File: config.mk
export PLATFORM = sky130hd
export DESIGN_NAME = ascii_to_unsigned_parser_core
export DESIGN_NICKNAME = d
export VERILOG_FILES = /design/src/sv/acp_pkg.sv /design/src/sv/acp_step.sv /design/src/sv/ascii_to_unsigned_parser_core.sv
export SDC_FILE = /design/constraint.sdc
export NUM_CORES = 1
export LEC_CHECK = 0
export BUFFER_PORTS_ARGS = -buffer_cell sky130_fd_sc_hd__buf_2
export CAP_MARGIN = 10
export CORE_UTILIZATION = 35
export CTS_BUF_LIST = sky130_fd_sc_hd__clkbuf_16
export CTS_CLUSTER_SIZE = 28
export DETAILED_ROUTE_END_ITERATION = 10
export GPL_TIMING_DRIVEN = 0
export SLEW_MARGIN = 25
export SYNTH_ARGS = -nofsm -noshare
export SYNTH_HDL_FRONTEND = slang
export SYNTH_SLANG_ARGS = --single-unit
export TNS_END_PERCENT = 100
File: constraint.sdc
create_clock -name clk -period 20.4 [get_ports clk]
set_clock_uncertainty 0.1 [all_clocks]
set_input_delay 4.08 -clock clk [delete_from_list [all_inputs] [get_ports clk]]
set_output_delay 4.08 -clock clk [all_outputs]
set_load 0.1 [all_outputs]
File: src/sv/acp_pkg.sv
`timescale 1ns / 1ps
// ----------------------------------------------------------------------------
// acp_pkg
// Types, constants and character helpers shared by the string to unsigned
// parser core and its per-character step logic.
// ----------------------------------------------------------------------------
package acp_pkg;

	localparam int VALUE_BITS = 32;
	localparam int BASE_BITS  = 6;
	localparam int POS_BITS   = 13;
	localparam int PROD_BITS  = VALUE_BITS + BASE_BITS + 1;
	localparam int CH_BITS    = 8;
	localparam int OUT_BITS   = VALUE_BITS + POS_BITS + 2;
	localparam int OUT_BYTES  = (OUT_BITS + 7) / 8;
	localparam int OUT_TDATA  = OUT_BYTES * 8;

	localparam logic [POS_BITS-1:0]  MAX_CHARS  = POS_BITS'(4096);
	localparam logic [BASE_BITS-1:0] BASE_AUTO  = BASE_BITS'(0);
	localparam logic [BASE_BITS-1:0] BASE_MIN   = BASE_BITS'(2);
	localparam logic [BASE_BITS-1:0] BASE_MAX   = BASE_BITS'(36);
	localparam logic [BASE_BITS-1:0] BASE_OCT   = BASE_BITS'(8);
	localparam logic [BASE_BITS-1:0] BASE_DEC   = BASE_BITS'(10);
	localparam logic [BASE_BITS-1:0] BASE_HEX   = BASE_BITS'(16);
	localparam logic [BASE_BITS-1:0] BASE_NONE  = BASE_BITS'(0);
	localparam logic [BASE_BITS-1:0] NO_DIGIT   = '1;
	localparam logic [BASE_BITS-1:0] LETTER_OFS = BASE_BITS'(10);

	localparam logic [CH_BITS-1:0] CH_SPACE   = 8'h20;
	localparam logic [CH_BITS-1:0] CH_TAB     = 8'h09;
	localparam logic [CH_BITS-1:0] CH_CR      = 8'h0D;
	localparam logic [CH_BITS-1:0] CH_MINUS   = 8'h2D;
	localparam logic [CH_BITS-1:0] CH_PLUS    = 8'h2B;
	localparam logic [CH_BITS-1:0] CH_ZERO    = 8'h30;
	localparam logic [CH_BITS-1:0] CH_NINE    = 8'h39;
	localparam logic [CH_BITS-1:0] CH_UPPER_A = 8'h41;
	localparam logic [CH_BITS-1:0] CH_UPPER_Z = 8'h5A;
	localparam logic [CH_BITS-1:0] CH_LOWER_A = 8'h61;
	localparam logic [CH_BITS-1:0] CH_LOWER_Z = 8'h7A;
	localparam logic [CH_BITS-1:0] CH_UPPER_X = 8'h58;
	localparam logic [CH_BITS-1:0] CH_LOWER_X = 8'h78;

	typedef enum logic [2:0] {
		PH_SPACE,
		PH_SIGN,
		PH_ZERO,
		PH_PREFIX,
		PH_DIGITS,
		PH_DONE
	} phase_t;

	typedef struct packed {
		phase_t                phase;
		logic [VALUE_BITS-1:0] acc;
		logic                  neg;
		logic                  ovf;
		logic                  dig;
		logic [BASE_BITS-1:0]  base;
		logic [POS_BITS-1:0]   pos;
		logic [POS_BITS-1:0]   stop;
	} parse_state_t;

	typedef struct packed {
		logic                  found_digits;
		logic                  overflowed;
		logic [POS_BITS-1:0]   stop_offset;
		logic [VALUE_BITS-1:0] value;
	} result_t;

	localparam parse_state_t STATE_RESET = '{
		phase: PH_SPACE,
		acc:   '0,
		neg:   1'b0,
		ovf:   1'b0,
		dig:   1'b0,
		base:  BASE_DEC,
		pos:   '0,
		stop:  '0
	};

	// digit value of a character, NO_DIGIT for anything else
	function automatic logic [BASE_BITS-1:0] char_value(input logic [CH_BITS-1:0] c);
		logic [CH_BITS-1:0] t;
		t = '0;
		if (c >= CH_ZERO && c <= CH_NINE) begin
			t = c - CH_ZERO;
			return t[BASE_BITS-1:0];
		end
		if (c >= CH_LOWER_A && c <= CH_LOWER_Z) begin
			t = c - CH_LOWER_A;
			return t[BASE_BITS-1:0] + LETTER_OFS;
		end
		if (c >= CH_UPPER_A && c <= CH_UPPER_Z) begin
			t = c - CH_UPPER_A;
			return t[BASE_BITS-1:0] + LETTER_OFS;
		end
		return NO_DIGIT;
	endfunction

	function automatic logic [POS_BITS-1:0] next_pos(input logic [POS_BITS-1:0] p);
		return (p >= MAX_CHARS) ? MAX_CHARS : p + POS_BITS'(1);
	endfunction

endpackage

File: src/sv/acp_step.sv
`timescale 1ns / 1ps
// ----------------------------------------------------------------------------
// acp_step
// Next parse state and result for one character: white space, sign, prefix
// detection and one multiply-add of the accumulator by the active base.
// ----------------------------------------------------------------------------
module acp_step (
	input  acp_pkg::parse_state_t            cur,
	input  logic [acp_pkg::CH_BITS-1:0]      ch,
	input  logic                             last,
	input  logic [acp_pkg::BASE_BITS-1:0]    number_base,
	output acp_pkg::parse_state_t            nxt,
	output acp_pkg::result_t                 res
);

	acp_pkg::parse_state_t            s;
	logic [acp_pkg::BASE_BITS-1:0]    d;
	logic                             take;
	logic                             first;
	logic [acp_pkg::PROD_BITS-1:0]    prod;
	logic [acp_pkg::POS_BITS-1:0]     npos;
	logic                             nb_auto_hex;

	assign npos        = acp_pkg::next_pos(cur.pos);
	assign nb_auto_hex = (number_base == acp_pkg::BASE_AUTO) ||
		(number_base == acp_pkg::BASE_HEX);

	always_comb begin
		s     = cur;
		take  = 1'b0;
		first = 1'b0;
		d     = acp_pkg::char_value(ch);
		prod  = '0;

		case (cur.phase)
			acp_pkg::PH_SPACE: begin
				if (ch == acp_pkg::CH_SPACE ||
					(ch >= acp_pkg::CH_TAB && ch <= acp_pkg::CH_CR)) begin
					s = cur;
				end else if (ch == acp_pkg::CH_MINUS) begin
					s.neg   = 1'b1;
					s.phase = acp_pkg::PH_SIGN;
				end else if (ch == acp_pkg::CH_PLUS) begin
					s.phase = acp_pkg::PH_SIGN;
				end else begin
					first = 1'b1;
				end
			end
			acp_pkg::PH_SIGN: begin
				first = 1'b1;
			end
			acp_pkg::PH_ZERO: begin
				if ((cur.base == acp_pkg::BASE_HEX || nb_auto_hex) &&
					(ch == acp_pkg::CH_LOWER_X || ch == acp_pkg::CH_UPPER_X)) begin
					s.base  = acp_pkg::BASE_HEX;
					s.phase = acp_pkg::PH_PREFIX;
				end else begin
					take = 1'b1;
				end
			end
			acp_pkg::PH_PREFIX, acp_pkg::PH_DIGITS: begin
				take = 1'b1;
			end
			default: begin
				s.phase = acp_pkg::PH_DONE;
			end
		endcase

		// first significant character samples the configured base
		if (first) begin
			if (nb_auto_hex && ch == acp_pkg::CH_ZERO) begin
				s.base  = (number_base == acp_pkg::BASE_AUTO) ? acp_pkg::BASE_OCT
					: acp_pkg::BASE_HEX;
				s.acc   = '0;
				s.dig   = 1'b1;
				s.stop  = npos;
				s.phase = acp_pkg::PH_ZERO;
			end else begin
				if (number_base == acp_pkg::BASE_AUTO) begin
					s.base = acp_pkg::BASE_DEC;
				end else if (number_base < acp_pkg::BASE_MIN ||
					number_base > acp_pkg::BASE_MAX) begin
					s.base = acp_pkg::BASE_NONE;
				end else begin
					s.base = number_base;
				end
				take = 1'b1;
			end
		end

		if (take) begin
			if (s.base < acp_pkg::BASE_MIN || d >= s.base) begin
				s.phase = acp_pkg::PH_DONE;
			end else begin
				prod = acp_pkg::PROD_BITS'(s.acc) * acp_pkg::PROD_BITS'(s.base)
					+ acp_pkg::PROD_BITS'(d);
				// any bit above the value width means the digit overflowed
				if (s.ovf || prod[acp_pkg::PROD_BITS-1:acp_pkg::VALUE_BITS] != '0) begin
					s.ovf = 1'b1;
				end else begin
					s.acc = prod[acp_pkg::VALUE_BITS-1:0];
				end
				s.dig   = 1'b1;
				s.stop  = npos;
				s.phase = acp_pkg::PH_DIGITS;
			end
		end

		s.pos = npos;

		res.found_digits = s.dig;
		res.overflowed   = s.ovf;
		res.stop_offset  = s.dig ? s.stop : '0;
		if (s.ovf) begin
			res.value = '1;
		end else if (s.neg) begin
			res.value = '0 - s.acc;
		end else begin
			res.value = s.acc;
		end

		nxt = last ? acp_pkg::STATE_RESET : s;
	end

endmodule

File: src/sv/ascii_to_unsigned_parser_core.sv
`timescale 1ns / 1ps
// ----------------------------------------------------------------------------
// ascii_to_unsigned_parser_core
// Streaming string to unsigned conversion, one character per word.
// ----------------------------------------------------------------------------
// Usage:
//   s_axis carries one character per word in tdata[7:0]; tlast marks the
//   final character of a string. Only the word with tlast produces a result.
//   m_axis carries one result per string (fields listed at the port).
//   cfg_valid/cfg_data write the number base (0 = detect from prefix); it is
//   sampled at the first character after white space and sign. cfg_ready is
//   always high; write it only while no string word is in flight.
// Timing:
//   a character is registered in the input register at acceptance; the step
//   logic runs one multiply-add on it there and, for a last character, the
//   result register loads from it, which raises m_axis_tvalid.
//   One character per cycle is accepted while no last character waits for
//   the result register; the step is combinational, with a single result register.
// Reset:
//   arst_n clears the parse state, empties both registers and sets the base
//   to 10. When m_axis stalls, the held result stays; non-last characters keep
//   flowing, and a last character waits in the input register until the
//   result register frees up.
// ----------------------------------------------------------------------------
module ascii_to_unsigned_parser_core (
	input  logic                           clk,
	input  logic                           arst_n,
	input  logic                           s_axis_tvalid,
	output logic                           s_axis_tready,
	input  logic [7:0]                     s_axis_tdata,  // [7:0] ch
	input  logic                           s_axis_tlast,  // is_last
	output logic                           m_axis_tvalid,
	input  logic                           m_axis_tready,
	// [31:0] value, [44:32] stop_offset, [45] overflowed, [46] found_digits, [47] zero
	output logic [acp_pkg::OUT_TDATA-1:0]  m_axis_tdata,
	input  logic                           cfg_valid,
	output logic                           cfg_ready,
	input  logic [acp_pkg::BASE_BITS-1:0]  cfg_data
);

	logic                           valid_s1;
	logic [acp_pkg::CH_BITS-1:0]    ch_s1;
	logic                           last_s1;
	acp_pkg::parse_state_t          state_q;
	acp_pkg::parse_state_t          state_nxt;
	acp_pkg::result_t               res;
	acp_pkg::result_t               out_q;
	logic                           out_valid_q;
	logic [acp_pkg::BASE_BITS-1:0]  base_q;
	logic                           adv;

	// a non-last word never needs the result register
	assign adv           = valid_s1 && (!last_s1 || !out_valid_q || m_axis_tready);
	assign s_axis_tready = !valid_s1 || adv;
	assign cfg_ready     = 1'b1;
	assign m_axis_tvalid = out_valid_q;
	assign m_axis_tdata  = acp_pkg::OUT_TDATA'(out_q);

	acp_step u_step (
		.cur         (state_q),
		.ch          (ch_s1),
		.last        (last_s1),
		.number_base (base_q),
		.nxt         (state_nxt),
		.res         (res)
	);

	always_ff @(posedge clk or negedge arst_n) begin
		if (!arst_n) begin
			base_q <= acp_pkg::BASE_DEC;
		end else if (cfg_valid) begin
			base_q <= cfg_data;
		end
	end

	always_ff @(posedge clk or negedge arst_n) begin
		if (!arst_n) begin
			valid_s1 <= 1'b0;
		end else if (s_axis_tready) begin
			valid_s1 <= s_axis_tvalid;
		end
	end

	always_ff @(posedge clk) begin
		if (s_axis_tready) begin
			ch_s1   <= s_axis_tdata;
			last_s1 <= s_axis_tlast;
		end
	end

	always_ff @(posedge clk or negedge arst_n) begin
		if (!arst_n) begin
			state_q <= acp_pkg::STATE_RESET;
		end else if (adv) begin
			state_q <= state_nxt;
		end
	end

	always_ff @(posedge clk or negedge arst_n) begin
		if (!arst_n) begin
			out_valid_q <= 1'b0;
		end else if (adv && last_s1) begin
			out_valid_q <= 1'b1;
		end else if (m_axis_tready) begin
			out_valid_q <= 1'b0;
		end
	end

	always_ff @(posedge clk) begin
		if (adv && last_s1) begin
			out_q <= res;
		end
	end

`ifndef SYNTHESIS
	// no digit means nothing else can be reported
	assert property (@(posedge clk) disable iff (!arst_n)
		out_valid_q && !out_q.found_digits |->
			out_q.value == '0 && out_q.stop_offset == '0 && !out_q.overflowed)
		else $error("result without digits carries data");

	assert property (@(posedge clk) disable iff (!arst_n)
		out_valid_q && out_q.overflowed |-> out_q.value == '1)
		else $error("overflowed result is not saturated");

	assert property (@(posedge clk) disable iff (!arst_n)
		adv && last_s1 |=> state_q.phase == acp_pkg::PH_SPACE && state_q.pos == '0)
		else $error("parse state not cleared after last character");

	assert property (@(posedge clk) disable iff (!arst_n)
		!state_q.dig |-> state_q.stop == '0 && state_q.acc == '0)
		else $error("accumulator or stop position moved without a digit");
`endif

endmodule
==> flow_metrics.env, run 1 <==
export IMPL_vias=13500
export IMPL_synth_edf_count=56
export IMPL_clock_sinks=134
export IMPL_first_iter_violations=1083
export IMPL_dp_slack_ns=7.08
export IMPL_synthAdderAreaFrac=0.258
export IMPL_synthDistinctLibCells=77
export IMPL_hold_depth=2
export IMPL_rrSetupSlack_ns=6.81
export IMPL_r2r_end="m_axis_tdata[28]$_SDFFCE_PN1P_"
export IMPL_io_buffers=67
export IMPL_rows=74
export IMPL_drc=9
export IMPL_hold_path_class="reg -> reg"
export IMPL_gp_congestion=0.953
export IMPL_antenna_cells=0
export IMPL_synth_top_family_by_area="adder cells"
export IMPL_post_cts_setup_buffers=0
export IMPL_finalHoldViolCount=0
export IMPL_cts_tree="done"
export IMPL_clkPwrFrac=0.254
export IMPL_status="finished with violations"
export IMPL_wl_per_cell_um=21.5
export IMPL_p_comb_frac=0.457
export IMPL_synth_top_cell_by_area="fa_1"
export IMPL_violations="DRC"
export IMPL_rsz0062_at_grt="false"
export IMPL_timing_max_cap_violations=0
export IMPL_hpwlAfterDp_um=39900
export IMPL_power_density_nw_per_um2=72.2
export IMPL_antenna_left=0
export IMPL_die_area_um2=42900
export IMPL_whs_ns=0.414
export IMPL_syn_area_um2=14700
export IMPL_yosysWarnings=0
export IMPL_synth_area_leaders="fa_1 (17%), dfrtp_1 (13%), edfxtp_1 (11%)"
export IMPL_finalCritPeriodShare=0.666
export IMPL_intPower_uw=631
export IMPL_cts_resized=0
export IMPL_holdBufCountCts=0
export IMPL_max_freq_ghz=0.0736
export IMPL_start_kind="flip-flop"
export IMPL_cp_num_buf_inv=8
export IMPL_sw_frac_of_total=0.465
export IMPL_ys_seq_area_frac=0.247
export IMPL_ir_drop_uv=65.7
export IMPL_cts_buffers_inserted=17
export IMPL_place_inst=2285
export IMPL_stdcell_count=2317
export IMPL_muxShareOfSynthArea=0.0331
export IMPL_postPlaceCellArea_um2=15800
export IMPL_hp_start="state_q[9]$_DFFE_PN0P_"
export IMPL_fin_area_um2=16300
export IMPL_synth_compound_area_frac=0.172
export IMPL_antenna_found_initial=0
export IMPL_synth_area_per_cell_um2=8.75
export IMPL_insertion_delay_ns=0.45
export IMPL_synthArstFlopShare=0.582
export IMPL_first_pass_iters=10
export IMPL_synthXorXnorAreaFrac=0.0327
export IMPL_synth_top_cell_area_share=0.169
export IMPL_root_buffer="clkbuf_16"
export IMPL_clk_path_buf_depth=2
export IMPL_finalSetupViolCount=0
export IMPL_totalWireLength_um=49700
export IMPL_core_um2=41200
export IMPL_drive_gt1_frac=0.0919
export IMPL_grt_max_degree=60
export IMPL_htreeDepth=4
export IMPL_via_per_inst=5.83
export IMPL_setup_tns_final_ns=0
export IMPL_path_class="reg -> reg"
export IMPL_syn2layout_area_growth_pct=11.0
export IMPL_setup_slack_ns=6.81
export IMPL_grt_overflow_total=0
export IMPL_fin_util=0.397
export IMPL_path_max_fanout=10
export IMPL_slew_violations=0
export IMPL_p_sw_uw=548
export IMPL_synth_nets=1931
export IMPL_die_height_um=207
export IMPL_nNetsFinal=2021
export IMPL_pin_count=71
export IMPL_synthSimpleGateAreaFrac=0.211
export IMPL_totalPowerFinal_mw=1.18
export IMPL_slowest_delay_ns=0.78
export IMPL_die_width_um=207
export IMPL_endpoint_kind="flip-flop"
export IMPL_ys_dominant_reg_cell="dfrtp_1"
export IMPL_grt_first_pass_wirelength_um=79100
export IMPL_ff_latch_area_um2=3640
export IMPL_reg2regPathDepth=38
export IMPL_initial_core_util=0.357
export IMPL_grt_pass1_vias=13500
export IMPL_cellLeakagePower_nw=7.57
export IMPL_clk_pin_slew_ns=0.06
export IMPL_syn_inst=1682
export IMPL_critPathTopFamily="simple AND/OR/NAND/NOR gates"
export IMPL_slew_limit_headroom=0.250
export IMPL_hold_path_end="state_q[9]$_DFFE_PN0P_"
export IMPL_r2r_start="ch_s1[1]$_DFFE_PP_"
export IMPL_cp_slowest_cell="o211ai_1"
export IMPL_pwr_share_seq=0.289
export IMPL_cp_required_ns=20.43
export IMPL_fill_cells=4208
export IMPL_min_period_ns=13.59
export IMPL_multi_input_area_um2=10400
export IMPL_synth_seq_cells=134
export IMPL_tightest_slew_ns=1.12
export IMPL_track_usage=0.238
export IMPL_worstPathArrival_ns=13.62
how the worst max path moves through the flow:
stage                            start                              to  slack, ns  cells past startpoint
global route        ch_s1[1]$_DFFE_PP_  m_axis_tdata[28]$_SDFFCE_PN1P_       6.13                     38
floorplan           ch_s1[1]$_DFFE_PP_  m_axis_tdata[28]$_SDFFCE_PN1P_      10.78                     38
CTS                 ch_s1[1]$_DFFE_PP_  m_axis_tdata[28]$_SDFFCE_PN1P_       7.02                     38
finish              ch_s1[1]$_DFFE_PP_  m_axis_tdata[28]$_SDFFCE_PN1P_       6.81                     38
detailed placement  ch_s1[1]$_DFFE_PP_  m_axis_tdata[28]$_SDFFCE_PN1P_       7.08                     38
global placement    ch_s1[1]$_DFFE_PP_  m_axis_tdata[28]$_SDFFCE_PN1P_       7.07                     38
flip-flops by register name, summed over array words and instances, names as in the netlist:
register and count:
last_s1 1, valid_s1 1, state_q 70, m_axis_tvalid 1
ch_s1 8, m_axis_tdata 47, base_q 6
tightest hold or removal path: cells and delay by family (launching register included):
kind / cells / cell delay, ns
simple gates: 1 / 0.05
compound gates: 1 / 0.06
flops: 1 / 0.37
metal layers:
metal | share of wire | track usage
met1 | 0.44 | 0.322
met3 | 0.068 | 0.0331
met2 | 0.46 | 0.385
met4 | 0.033 | 0.0921
met5 | 0 | 0
final cells by class:
cell class	count	share of cell area
repair buffers	71	0.0235
clock buffers	17	0.0260
plain buffers	90	0.0233
clock inverters	15	0.00819
inverters	77	0.0178
well taps	532	0.0407
multi-input cells	1381	0.638
flip-flops and latches	134	0.223
cells by family after synthesis:
kind of cell | count (synthesis)
DFF | 134
muxes | 47
adders and majority gates | 229
other | 2
buffers and inverters | 167
and+or+nand+nor | 660
AOI/OAI and AO/OA | 388
xor gates and xnor gates | 55
power groups by stage:
| stage | logic (mW) | clock network (mW) | registers (mW) |
|---|---|---|---|
| floorplan | 0.320 | 0 | 0.395 |
| global placement | 0.521 | 0 | 0.345 |
| detailed placement | 0.529 | 0 | 0.345 |
| CTS | 0.530 | 0.304 | 0.340 |
| global route | 0.585 | 0.312 | 0.344 |
| finish | 0.539 | 0.299 | 0.341 |
synthesized netlist by cell type (5+ instances only):
cell type	n
edfxtp_1	56
and2_1	41
o22ai_1	5
nor2_1	243
o21ai_0	109
fa_1	124
clkbuf_1	76
nor3_1	30
and3_1	14
a32oi_1	5
nor2b_1	7
a31o_2	7
nand3_1	42
a21o_1	22
mux2_2	14
or2_2	11
nor4_1	15
nor3b_1	6
o31ai_1	14
nand2b_1	21
xor2_1	26
or4_1	8
mux2i_1	33
a21oi_1	93
buf_4	6
dfrtp_1	74
a31oi_1	13
or3_1	11
nand2_1	164
o31a_1	5
nand4_1	19
a211oi_1	15
inv_1	77
o211ai_1	12
o211a_1	5
o21a_1	9
a22o_1	24
a211o_1	6
and4_1	7
xnor2_1	29
nand3b_1	6
ha_1	105
cells in the final DEF (no fill, tap or decap), types with 7 or more instances in the layout:
master and count:
nor4_1 15, a22o_1 24, o21ai_0 108, xnor2_1 29, nand4_1 19, a211oi_1 15
ha_1 105, mux2_2 14, nor3_1 30, or4_1 8, edfxtp_1 56, clkbuf_1 76
or3_1 11, a21o_1 22, a31o_2 7, and2_1 41, a31oi_1 13, nand2b_1 21
inv_1 76, and3_1 14, o21a_1 9, buf_2 73, and4_1 7, o31ai_1 14
a21oi_1 93, nor2b_1 7, dfrtp_1 74, nand2_1 164, xor2_1 26, or2_2 11
clkbuf_16 17, nor2_1 243, fa_1 124, nand3_1 42, o211ai_1 12, mux2i_1 33
Note: power is estimated with default switching activity, not from simulation.
==> run 2, diff against run 1 <==
==> constraint.sdc (replaced) <==
create_clock -name clk -period 12.1 [get_ports clk]
set_clock_uncertainty 0.1 [all_clocks]
set_input_delay 2.42 -clock clk [delete_from_list [all_inputs] [get_ports clk]]
set_output_delay 2.42 -clock clk [all_outputs]
set_load 0.1 [all_outputs]
==> flow_metrics.env, run 2 (synthesis gave the netlist of run 1 again) <==
export IMPL_cp_required_ns=12.13
export IMPL_power_density_nw_per_um2=121
export IMPL_path_max_fanout=10
export IMPL_gp_congestion=0.953
export IMPL_vias=13500
export IMPL_hpwlAfterDp_um=39900
export IMPL_final_cell_mix="nor2_1 (243), nand2_1 (164), fa_1 (124), o21ai_0 (107), ha_1 (105)"
export IMPL_finalSetupViolCount=0
export IMPL_endpoint_kind="flip-flop"
export IMPL_max_flop_register="state_q"
export IMPL_tightest_slew_ns=1.14
export IMPL_cp_num_buf_inv=9
export IMPL_fin_util=0.399
export IMPL_holdBufCountCts=0
export IMPL_drc=9
export IMPL_worstPathArrival_ns=11.53
export IMPL_die_width_um=207
export IMPL_grt_max_degree=60
export IMPL_via_per_inst=5.81
export IMPL_fin_area_um2=16400
export IMPL_nNetsFinal=2026
export IMPL_wl_per_cell_um=21.5
export IMPL_setup_tns_final_ns=0
export IMPL_stdcell_count=2322
export IMPL_antenna_cells=0
export IMPL_violations="DRC"
export IMPL_first_iter_violations=1055
export IMPL_finalHoldViolCount=0
export IMPL_clk_pin_slew_ns=0.06
export IMPL_place_inst=2285
export IMPL_slew_limit_headroom=0.237
export IMPL_grt_first_pass_wirelength_um=79300
export IMPL_clk_path_buf_depth=2
export IMPL_largest_reg_flops=70
export IMPL_finalCritPeriodShare=0.951
export IMPL_track_usage=0.238
export IMPL_timing_max_cap_violations=0
export IMPL_critPathTopFamily="adder cells"
export IMPL_initial_core_util=0.357
export IMPL_ir_drop_uv=114
export IMPL_min_period_ns=11.50
export IMPL_start_kind="flip-flop"
export IMPL_grt_pass1_vias=13500
export IMPL_die_area_um2=42900
export IMPL_first_pass_iters=10
export IMPL_max_freq_ghz=0.0869
export IMPL_antenna_left=0
export IMPL_cellLeakagePower_nw=7.62
export IMPL_totalWireLength_um=50000
export IMPL_final_common_cell="nor2_1"
export IMPL_core_um2=41200
export IMPL_grt_overflow_total=0
export IMPL_slew_violations=0
export IMPL_slowest_delay_ns=0.56
export IMPL_pin_count=71
export IMPL_root_buffer="clkbuf_16"
export IMPL_htreeDepth=4
export IMPL_die_height_um=207
export IMPL_status="finished with violations"
export IMPL_rows=74
export IMPL_syn2layout_area_growth_pct=11.7
export IMPL_insertion_delay_ns=0.45
export IMPL_path_class="reg -> reg"
export IMPL_drive_gt1_frac=0.103
export IMPL_hold_path_class="reg -> reg"
export IMPL_io_buffers=67
export IMPL_cts_buffers_inserted=17
export IMPL_clock_sinks=134
export IMPL_cp_slowest_cell="fa_1"
export IMPL_antenna_found_initial=0
export IMPL_postPlaceCellArea_um2=15800
export IMPL_cts_tree="done"
[run 2: changes by cell type in the layout (fill, tap and decap cells not counted), moves of 2 or more]
cell,delta
clkbuf_2,+7
a32oi_1,-2
a32oi_2,+2
buf_4,+5
clkbuf_1,-7
[run 2: stage by stage]
step | setup slack (ns) | power, mW | hold WS (ns)
final | 0.598 | 2.00 | 0.417
after floorplan | 2.48 | 1.21 | 0.372
after global routing | -0.0245 | 2.10 | 0.442
after global placement | -1.23 | 1.46 | 0.389
after CTS | 0.0906 | 1.98 | 0.416
after detailed placement | -1.22 | 1.47 | 0.402
[run 2: power by group]
group	switching [mW]	internal, mW
logic	0.649	0.268
registers	0.0448	0.530
clock network	0.234	0.271
[run 2: worst register-to-register path: cells and delay by family, from the launching register on]
kind                       cells  cell delay (ns)
buffers and inverters          9             1.68
adders and majority gates      7             3.05
AOI/OAI and AO/OA             10             2.69
and+or+nand+nor               12             2.85
muxes                          1             0.34
DFF                            1             0.50
[run 2: repair_timing]
action,4_1_cts,5_1_grt
setup endpoints to repair,14,10
setup buffers,4,1
pin swaps,3,0
resized for setup,4,22
[run 2: final timing paths]
kind,start,endpoint,slack [ns],cells after the start
max,ch_s1[1]$_DFFE_PP_,m_axis_tdata[28]$_SDFFCE_PN1P_,0.60,39
min,state_q[9]$_DFFE_PN0P_,state_q[9]$_DFFE_PN0P_,0.42,2
max reg2reg,ch_s1[1]$_DFFE_PP_,m_axis_tdata[28]$_SDFFCE_PN1P_,0.60,39
min reg2reg,state_q[9]$_DFFE_PN0P_,state_q[9]$_DFFE_PN0P_,0.42,2
max in group asynchronous,arst_n,state_q[27]$_DFFE_PN1P_,9.55,2
min in group asynchronous,arst_n,base_q[4]$_DFFE_PN0P_,1.72,1
[run 2: final cells by class]
| type | count | area [um^2] |
|---|---|---|
| fill | 4200 | 24800 |
| multi-input combinational | 1381 | 10500 |
| sequential | 134 | 3640 |
| tap | 532 | 666 |
| clock buffer | 17 | 425 |
| timing repair buffer | 76 | 422 |
| buffer | 90 | 390 |
| inverter | 77 | 292 |
| clock inverter | 15 | 134 |
[run 2: layer usage]
layer  vias to the layer above  global-route usage  share of wire
met5                         -                   0              0
met4                         0              0.0901          0.031
met3                       107              0.0334          0.065
met2                       560               0.387           0.46
met1                      6673               0.323           0.44
li1                       6141                   -              -
